File: src/rtl/slt_pos_enc.sv
module slt_pos_enc #(
  parameter int unsigned N  = 65,
  parameter int unsigned PW = 9
) (
  input  logic [N-1:0]  onehot_i,
  output logic [PW-1:0] pos_o
);

  always_comb begin
    pos_o = '0;
    for (int i = 0; i < N; i++) begin
      pos_o = pos_o | (onehot_i[i] ? PW'(i) : '0);
    end
  end

endmodule

File: config.mk
export PLATFORM = sky130hd
export DESIGN_NAME = slt_pos_enc
export DESIGN_NICKNAME = d
export VERILOG_FILES = /design/src/rtl/slt_pos_enc.sv
export SDC_FILE = /design/constraint.sdc
export NUM_CORES = 1
export LEC_CHECK = 0
export BUFFER_PORTS_ARGS = -buffer_cell sky130_fd_sc_hd__buf_2
export CORE_AREA = 5 5 42 44
export DETAILED_ROUTE_END_ITERATION = 12
export DIE_AREA = 0 0 47 49
export PLACE_DENSITY_LB_ADDON = 0.12
export RECOVER_POWER = 100
export SLEW_MARGIN = 20
export SYNTH_ARGS = -nofsm -noshare
export SYNTH_HDL_FRONTEND = slang
export SYNTH_SLANG_ARGS = --single-unit
File: constraint.sdc
create_clock -name vclk -period 3.5
set_input_delay 0.7 -clock vclk [all_inputs]
set_output_delay 0.7 -clock vclk [all_outputs]
set_load 0.05 [all_outputs]
==> qor.csv <==
stage;metric;value;unit
finish;antenna_cells;0;
sta;period_needed;3.140;ns
critical_path;start_kind;primary input;
power_and_ir_drop;p_per_area;81.86;mW/mm^2
sta;timing.final.crit_share;0.8971;
floorplan;dieWidth;47;um
grt;grt_usage;0.1404;
grt;grt_pass1_vias;644;
flow_run;maxCapViolations;0;
sta;rsz0062_at_grt;false;
placement;dp_cells;137;
power_and_ir_drop;p_sw;25.58;uW
detailed_routing;ant_nets;0;
synth;yosys.cell_types.count;17;
finish;nets;188;
power_and_ir_drop;p_int;29.93;uW
sta;fmax;318.5;MHz
power_and_ir_drop;power.share.clock;0;
sta;tns;0;ns
finish;regArea;0;sq um
clock_network;post_cts_buffers;0;
critical_path;crit_path_end_kind;output pin;
sta;finalSetupViolCount;0;
sta;drv_slew;0;
power_and_ir_drop;p_sw_frac;0.4608;
hold_path;hold_class;in2out;
detailed_routing;wire_per_inst;13.51;um
critical_path;required;2.80;ns
synth;syn_inst;54;
finish;fin_cells;137;
detailed_routing;wirelength;1851;um
critical_path;critPathMaxFanout;2;
finish;nClkBuffers;0;
run_status;status;complete, no violations;
floorplan;dieArea;0.002303;sq mm
finish;design.seq.count;0;
grt;grt_pass1_wl;2580;um
floorplan;core_area;0.001401;sq mm
power_and_ir_drop;pwr-share-seq;0;
sta;max_slew_margin;0.5879;
placement;io_buffers;69;
detailed_routing;vias_per_cell;5.124;
synth;yosysWarnings;0;
detailed_routing;drc;0;
finish;multiInputGateArea;319.1;sq um
grt;grt_max_degree;4;
detailed_routing;drt_iter0_drc;23;
placement;hpwl;1762;um
synth;syn_area;337.8;sq um
finish;layout.cells.most_common;buf_2;
floorplan;dieHeight;49;um
floorplan;ioPinCount;74;
critical_path;crit_type;in2out;
synth;avgSynthCellArea;6.256;sq um
detailed_routing;drtPass1Iterations;4;
sta;tightest_slew;0.6209;ns
power_and_ir_drop;peakVddDrop;0.00003799;V
grt;gr-total-overflow;0;
finish;fill_cells;173;
finish;synthToLayoutAreaGrowth;100.7;%
finish;layout-drive-gt1-share;0.5455;
finish;final_cell_mix;63 x buf_2, 18 x nor4_1, 6 x or4_1, 5 x nor3_1, 5 x clkbuf_1;
power_and_ir_drop;total_power;55.52;uW
floorplan;start_util;0.2411;
clock_network;hold_buffers;0;
power_and_ir_drop;combPwrFrac;1.000;
synth;yosysSeqAreaShare;0;
sta;finalHoldViolations;0;
critical_path;crit_arrival;2.44;ns
detailed_routing;via_count;702;
floorplan;rows;14;
grt;antenna_found_initial;0;
placement;place.gp.congestion;0.7606;
power_and_ir_drop;p_leak;0.0003138;uW
clock_network;ctsResizeCount;0;
## metrics by stage
step	instance area (sq um)	setup slack [ns]	hold slack, ns	utilization
2_1_floorplan	341.6	0.4629	1.567	-
4_1_cts	684.4	0.3868	1.401	0.4884
3_5_place_dp	684.4	0.3858	1.401	0.4884
3_3_place_gp	684.4	0.3897	1.401	0.4884
5_1_grt	678.2	0.2825	1.400	0.4839
6_report	678.2	0.3601	1.400	0.4839
## final timing paths
kind          from        to  slack [ns]  depth (start not counted)
min   onehot_i[64]  pos_o[6]        1.40                          0
max   onehot_i[24]  pos_o[3]        0.36                          5
## per-layer routing
layer / track usage / up-vias / part of all wire
met5: 0 / - / 0
met4: 0 / 0 / 0
met3: 0.01107 / 0 / 0.12
met2: 0.2579 / 39 / 0.53
met1: 0.1804 / 296 / 0.35
li1: - / 367 / -
## cell families after synthesis
family	Yosys count	synth area share
simple gates	50	0.9222
other cells	1	0.01110
buf+inv	3	0.06666
## power groups by stage
stage          sequential, uW  combinational [uW]  clock (uW)
2_1_floorplan               0                17.8           0
3_3_place_gp                0                54.8           0
3_5_place_dp                0                55.6           0
4_1_cts                     0                55.8           0
5_1_grt                     0                61.6           0
6_report                    0                55.5           0
## cells in the mapped netlist
library cell	instances	area share
or2_2	2	0.037
nand4b_1	1	0.026
nor2_1	3	0.033
nor4_1	18	0.33
nand3_1	2	0.030
and4_1	1	0.026
or4_1	6	0.13
buf_4	3	0.067
nand4bb_1	1	0.033
nor4bb_1	1	0.030
conb_1	1	0.011
or3_1	2	0.037
nand3b_1	1	0.022
nor3_1	5	0.074
nand2_1	3	0.033
and3_1	2	0.037
nand4_1	2	0.037
## worst max-delay path: stages
cell and delay [ns]:
buf_2 0.09, or4_1 0.54, or4_1 0.46, or4_1 0.39, clkbuf_2 0.25
## cell type report
cell class,count,area share
Tap cell,16,0.02952
Multi-Input combinational cell,52,0.4705
Timing Repair Buffer,69,0.5000
Power figures use the tool's default switching activity.
