--- src/rtl/slt_pkg.sv ---
package slt_pkg;

  localparam int unsigned KeyW   = 32;
  localparam int unsigned IdW    = 31;
  localparam int unsigned KindW  = 3;
  localparam int unsigned StatW  = 3;
  localparam int unsigned PosW   = 9;
  localparam int unsigned IndexW = 8;

  localparam logic [KindW-1:0] KindClear   = 3'd0;
  localparam logic [KindW-1:0] KindInsert  = 3'd1;
  localparam logic [KindW-1:0] KindLocate  = 3'd2;
  localparam logic [KindW-1:0] KindRead    = 3'd3;
  localparam logic [KindW-1:0] KindSetNext = 3'd4;

  localparam logic [StatW-1:0] StatOk       = 3'd0;
  localparam logic [StatW-1:0] StatNotFound = 3'd1;
  localparam logic [StatW-1:0] StatFull     = 3'd2;
  localparam logic [StatW-1:0] StatInvalid  = 3'd3;
  localparam logic [StatW-1:0] StatEmpty    = 3'd4;

  typedef struct packed {
    logic [KindW-1:0]         kind;
    logic signed [KeyW-1:0]   key;
    logic [IdW-1:0]           page_id;
    logic [IdW-1:0]           slot_id;
    logic [IndexW-1:0]        entry_index;
  } req_t;

  typedef struct packed {
    logic [StatW-1:0]         status;
    logic [PosW-1:0]          position;
    logic signed [KeyW-1:0]   entry_key;
    logic [IdW-1:0]           entry_page;
    logic [IdW-1:0]           entry_slot;
    logic [PosW-1:0]          entry_count;
    logic signed [KeyW-1:0]   next_node;
  } rsp_t;

  typedef struct packed {
    logic signed [KeyW-1:0]   key;
    logic [IdW-1:0]           page;
    logic [IdW-1:0]           slot;
  } entry_t;

  typedef struct packed {
    logic pass_le;
    logic pass_lt;
    logic eq;
  } cmp_t;

endpackage

--- src/rtl/slt_cell.sv ---
module slt_cell (
  input  logic            clk_i,
  input  logic            valid_i,
  input  logic            shift_en_i,
  input  logic            prev_pass_i,
  input  slt_pkg::entry_t prev_entry_i,
  input  slt_pkg::entry_t new_entry_i,
  output slt_pkg::entry_t entry_o,
  output slt_pkg::cmp_t   cmp_o
);

  slt_pkg::entry_t entry_q;
  slt_pkg::entry_t entry_d;
  logic            lt;
  logic            eq;

  always_comb begin
    lt = $signed(entry_q.key) < $signed(new_entry_i.key);
    eq = entry_q.key == new_entry_i.key;
    cmp_o.pass_lt = valid_i & lt;
    cmp_o.pass_le = valid_i & (lt | eq);
    cmp_o.eq      = valid_i & eq;
  end

  // An entry moves up one place when the new key sorts before it.
  always_comb begin
    entry_d = entry_q;
    if (shift_en_i && !cmp_o.pass_le) begin
      entry_d = prev_pass_i ? new_entry_i : prev_entry_i;
    end
  end

  always_ff @(posedge clk_i) begin
    entry_q <= entry_d;
  end

  assign entry_o = entry_q;

endmodule

--- config.mk ---
export PLATFORM = sky130hd
export DESIGN_NAME = slt_cell
export DESIGN_NICKNAME = d
export VERILOG_FILES = /design/src/rtl/slt_pkg.sv /design/src/rtl/slt_cell.sv
export SDC_FILE = /design/constraint.sdc
export NUM_CORES = 1
export LEC_CHECK = 0
export BUFFER_PORTS_ARGS = -buffer_cell sky130_fd_sc_hd__buf_4
export CORE_ASPECT_RATIO = 0.5
export CORE_UTILIZATION = 45
export DETAILED_ROUTE_END_ITERATION = 16
export GPL_ROUTABILITY_DRIVEN = 0
export GPL_TIMING_DRIVEN = 0
export PLACE_DENSITY_LB_ADDON = 0.3
export SETUP_SLACK_MARGIN = 0.02
export SLEW_MARGIN = 0
export SYNTH_ARGS = -nofsm -noshare
export SYNTH_HDL_FRONTEND = slang
export SYNTH_SLANG_ARGS = --single-unit
--- constraint.sdc ---
create_clock -name clk_i -period 16.4 [get_ports clk_i]
set_input_delay 1.64 -clock clk_i [delete_from_list [all_inputs] [get_ports clk_i]]
set_output_delay 1.64 -clock clk_i [all_outputs]
set_load 0.02 [all_outputs]
==> results of run 1 <==
## power by group
group	switching, mW	internal (mW)
Clock	0.0979	0.121
Combinational	0.0790	0.0858
Sequential	0.00835	0.294
## cells by family (layout without fill, tap and decap cells)
| logic type | Yosys count | after routing |
|---|---|---|
| flip-flops | 94 | 94 |
| AND/OR/NAND/NOR | 28 | 28 |
| AO/OA/AOI/OAI | 27 | 27 |
| adder cells (fa/ha/maj) | 32 | 32 |
| multiplexers | 94 | 94 |
| buffers and inverters | 44 | 350 |
## worst min-delay path, stage by stage (launching register included)
cell	delay, ps
edfxtp_1	370
ha_1	140
nand4_1	140
nand2_1	160
nor2_4	90
## through the flow
stage	area, sq um	setup slack, ps	cells
final	7480	11340	765
after global routing	7480	11200	765
after CTS	7480	11330	765
after detailed placement	7170	11380	749
after global placement	7110	6950	746
after floorplan	4780	9050	319
## worst paths after layout
kind,from,endpoint,depth (start not counted)
worst max-delay path,new_entry_i[92],cmp_o[2],10
worst min-delay path,entry_o[63],entry_o[87],4
worst max register to register,entry_o[92],entry_o[52],9
worst min register to register,entry_o[63],entry_o[87],4
## final cells by class
cell class / instances / area, sq um
tap: 140 / 175
inverter: 34 / 128
timing repair buffer: 290 / 2210
clock inverter: 7 / 78.8
sequential: 94 / 2820
multi-input combinational: 181 / 1790
buffer: 10 / 45.0
clock buffer: 9 / 225
fill: 723 / 2770
## layout by cell type, fill, tap and decap left out, types with 6 or more instances in the layout
master	netlist	routed
clkbuf_16	0	9
buf_4	0	287
ha_1	32	32
edfxtp_1	94	94
a21oi_1	14	14
mux2_2	94	94
nand2_1	6	6
nand4_1	9	9
buf_2	6	6
inv_1	34	34
## per-layer routing
metal  vias to the layer above  routed length [microns]
met1                      1773                     4670
met2                       131                     6960
met3                        23                      823
li1                       1811                        -
met5                         -                        0
met4                         0                      232
==> impl_results.md, run 1 <==
- Mux contribution to synthesized area: 22.2%
- Netlist Area Pre-Place: 4780 sq um
- Die Area: 11100 sq um
- Core Area: 10200 sq um
- CTS H-Tree Depth: 3
- Die Wd: 148 microns
- Setup TNS: 0 ps
- Clock-pin slew on the worst setup and hold paths: 70 ps
- Crit path time final: 5060 ps
- CTS tree: built
- Pwr Density: 91.7 nW/um^2
- Syn Area/Cell: 15.0 sq um
- Synthesized net count: 543
- Initial antenna violation count: 1
- Hold slack: 1070 ps
- Clk buf depth: 2
- Req. time, crit path: 14760 ps
- Synth cell count leaders: 94 x edfxtp_1, 94 x mux2_2, 34 x inv_1
- Top FF cell, synth: edfxtp_1
- Initial DRC Count: 151
- Most used cell along the critical path: buf_4
- CTS resizes: 0
- Detailed Route WL: 12.7 mm
- Asr flop ratio synth: 0%
- Gr usage total: 22.2%
- Main combinational cell family by area after synthesis: multiplexers
- Crit Path Max Fanout: 3
- Number of synthesized flops with an enable pin: 94
- Die height: 74.9 microns
- Complex-gate fraction of the synthesized area: 3.48%
- Least-Margin Pin Slew: 606 ps
- Flop and latch count out of synthesis: 94
- Worst hold path class: flip-flop to flip-flop
- Gr busiest metal: met2
- Netlist cell types: 27
- Synth Area in Adders: 8.38%
- Crit share post-route: 30.8%
- Outcome: completed
- Pre-antenna DRT Iters: 4
- Top-area cell type share of the netlist area: 59.1%
- Hold_buf cts: 0
- Per-cell routed wire length: 16.6 microns
- Startpoint Class: input pin
- Max cap viols: 0
- Via Count: 3738
- # diodes: 0
- Post-synthesis sequential area ratio: 59.1%
- Largest cells by area after synthesis: edfxtp_1 59%, mux2_2 22%, ha_1 8.4%
- Vias per std cell: 4.89
- Worst Path Arrival: 3420 ps
- F_max: 198 MHz
- Crit-path leading delay family: compound AO/OA/AOI/OAI gates
- CP endpoint kind: output port
- # port buffers: 287
- Xor/xnor share of the synthesized area: 0%
- Synth area leader: edfxtp_1
- Clock skew: 8.54 ps
- Clock Latency Late Sink: 350 ps
- Crit-path slowest cell: a221oi_1
- CP bufs+invs: 3
- ANT nets after route: 0
- Yosys warnings: 0
- Leakage: 3.40 nW
- Largest net degree at the start of global routing: 34
- Row count: 26
- Vias in the first global route: 3875
- End-of-flow core utilization: 73.0%
- Final hold vios: 0
- Pwr Total: 0.686 mW
- Crit path cell chain: buf_4 -> inv_1 -> ha_1 -> a21oi_1 -> nand2_1 -> a221oi_1 -> nand4_1 -> o21bai_2 -> nand2b_1 -> buf_4
- Rel. slew slack: 59.6%
- Number of CTS-inserted buffers: 9
- Clock Sinks: 94
- Detailed Place HPWL: 10.1 mm
- Overflow after GRT: 0
- CP max stage delay: 380 ps
- DRC Markers: 0
- Post-CTS setup buffers: 0
- Critical path class: input pin to output port
- Fin. max-slew vios: 0
- Simple-gate share of the synthesized area: 3.27%
- Met1 usage in global routing: 23.2%
- Area grow syn2layout: 56.5%
- Final setup vio count: 0
- Max reg flops: 94
- First-pass GRT wire length: 18.5 mm
- Worst R2R Setup Slack: 13540 ps
- VDD IR max: 0.0601 mV
- Proportion of layout cells with a drive suffix above 1: 65.4%
- # IOs: 289
- Nets: 844
- Met3 Usage GRT: 7.39%
- Met2 GRT Util: 43.2%
- Initial core utilization: 46.6%
- Cell count after synthesis: 319
- RSZ-0062 raised after global routing: false
- CTS root buffer: clkbuf_16
No activity file was read; power rests on OpenSTA's default activity.
==> inputs of run 2 (changes only) <==
- ABC_AREA: not set -> 1
- CORE_UTILIZATION: 45 -> 40
- clock period: 16.4 -> 4.3 ns (I/O delays scaled with it)
==> run 2 against run 1 <==
Via count up 4.7%. Area after synthesis grew 0.16%. Routed wire length rose by 3.0%. Count of clock-buffer cells in the layout up 1. Sequential power increased to 3.8 times the previous value. Synthesized cell count grew 19%. Hold slack got worse by 680 ps. Core utilization shrank 6.8 points. Clock skew is 0.77 ps lower. Sequential share of layout area fell by 0.050 points. Total power grew to 3.7 times the previous value. Combinational power grew to 3.6 times the previous value. Largest power group unchanged.
==> impl_results.md, run 2 <==
- Mux contribution to synthesized area: 14.8%
- Detailed Place HPWL: 10.4 mm
- # port buffers: 287
- Max cap viols: 0
- Initial core utilization: 42.3%
- Initial antenna violation count: 1
- Setup TNS: 0 ps
- Row count: 27
- Main combinational cell family by area after synthesis: multiplexers
- Hold slack: 393 ps
- Final Non-Filler Cells: 845
- Setup ws final: 1080 ps
- Die Area: 12400 sq um
- Proportion of layout cells with a drive suffix above 1: 56.0%
- VDD IR max: 0.230 mV
- Pwr Density: 343 nW/um^2
- Yosys warnings: 0
- Asr flop ratio synth: 0%
- CTS H-Tree Depth: 3
- Multi-input logic area: 1740 sq um
- CP endpoint kind: flip-flop
- Hold_buf cts: 0
- Dpl cell area: 7180 sq um
- Clock-pin slew on the worst setup and hold paths: 70 ps
- Crit path time final: 3220 ps
- Rel. slew slack: 39.0%
- Xor/xnor share of the synthesized area: 0%
- Dpl ws: 892 ps
- Overflow after GRT: 0
- Netlist Area Pre-Place: 4780 sq um
- End-of-flow core utilization: 66.2%
- Die Wd: 157 microns
- Clock Sinks: 94
- CTS root buffer: clkbuf_16
- Top-area cell type share of the netlist area: 59.0%
- Final hold vios: 0
- Initial DRC Count: 151
- Nets: 905
- Crit share post-route: 74.9%
- Most common cell after layout, fill and taps aside: buf_4
- FF+latch area: 2820 sq um
- Post-synthesis sequential area ratio: 59.0%
- Worst Path Arrival: 3250 ps
- Largest net degree at the start of global routing: 36
- Syn Area/Cell: 12.6 sq um
- Filler cells: 929
- Req. time, crit path: 4330 ps
- Detailed Route WL: 13.1 mm
- Clock skew: 7.77 ps
- Post-CTS setup buffers: 0
- Area grow syn2layout: 56.5%
- Pwr Total: 2.57 mW
- Netlist cell types: 19
- Outcome: completed
- Leakage: 3.49 nW
- RSZ-0062 raised after global routing: false
- CTS resizes: 0
- Synth cell count leaders: 94 x edfxtp_1, 63 x mux2_2, 45 x a21oi_1
- Vias per std cell: 4.63
- Per-cell routed wire length: 15.5 microns
- Final Instance Area: 7490 sq um
- # IOs: 289
- Count leader, synth: edfxtp_1
- Gr usage total: 21.2%
- Complex-gate fraction of the synthesized area: 5.39%
- Dpl cells: 829
- CTS tree: built
- Clk buf depth: 2
- Critical path class: flip-flop to flip-flop
- Max reg flops: 94
- DRC Markers: 0
- Largest cells by area after synthesis: edfxtp_1 59%, mux2_2 15%, ha_1 8.4%
- Synthesized net count: 605
- Number of synthesized flops with an enable pin: 94
- F_max: 311 MHz
- Synth area leader: edfxtp_1
- Simple-gate share of the synthesized area: 7.58%
- Worst hold path class: input pin to flip-flop
- Number of CTS-inserted buffers: 9
- First-pass GRT wire length: 20.0 mm
- Fin. max-slew vios: 0
- Core Area: 11300 sq um
- ANT nets after route: 0
- Crit Path Max Fanout: 35
- Synth Area in Adders: 8.37%
- Final setup vio count: 0
- Via Count: 3913
- Top FF cell, synth: edfxtp_1
- Commonest cells after routing, fill and taps aside: 287 x buf_4, 94 x edfxtp_1, 63 x mux2_2
- Startpoint Class: flip-flop
- Die height: 79.3 microns
- # diodes: 0
- Cell count after synthesis: 381
- Least-Margin Pin Slew: 913 ps
- Vias in the first global route: 4067
- Clock Latency Late Sink: 330 ps
- Pre-antenna DRT Iters: 4
- Flop and latch count out of synthesis: 94
==> run 2: cell count changes after synthesis, moves of 3 or more <==
cell,previous run,this run
nor2_1,2,37
a21oi_1,14,45
mux2_2,94,63
nand2_1,6,34
inv_1,34,44
nand4_1,9,3
buf_2,6,11
buf_1,3,0
==> run 2: worst paths after layout <==
path                    startpoint          end  slack (ps)  cells after the start
setup / recovery       entry_o[93]  entry_o[24]        1080                     13
hold / removal    prev_entry_i[22]  entry_o[22]         390                      2
setup reg to reg       entry_o[93]  entry_o[24]        1080                     13
hold reg to reg        entry_o[93]  entry_o[70]        1270                      6
==> run 2: power breakdown <==
group | internal (mW) | leakage [nW] | switching (mW)
logic | 0.302 | 2.45 | 0.297
registers | 1.11 | 0.895 | 0.0271
clock network | 0.463 | 0.150 | 0.367
==> run 2: final cells by class <==
cell class,instances,share of cell area [%]
multi-input combinational,229,23.2
clock buffer,10,3.06
tap,159,2.66
sequential,94,37.7
inverter,44,2.21
timing repair buffer,289,29.3
buffer,14,0.886
clock inverter,6,1.02
==> run 2: kinds of logic (layout without fill, tap and decap cells) <==
family                   after synthesis  count (layout)
AO/OA/AOI/OAI                         50              50
adder cells (fa/ha/maj)               32              32
buffers and inverters                 58             363
flip-flops                            94              94
multiplexers                          63              63
AND/OR/NAND/NOR                       84              84
==> run 2: per-layer routing <==
layer	global-route usage [%]	up-vias	wire [microns]
li1	-	1947	-
met1	23.8	1826	5000
met2	39.6	118	7070
met3	6.06	20	765
met4	5.78	2	216
met5	0	-	9
==> run 2: critical path, stage by stage, from the launching register on <==
cell and delay [ps]:
edfxtp_1 400, ha_1 350, nand2_1 90, nor2_2 140, nand2_2 90, nor4_4 190, nand2_1 110, nand2_1 60
nand2_1 60, nand3_2 80, nand2_2 80, nor2_4 700, buf_12 300, buf_12 250
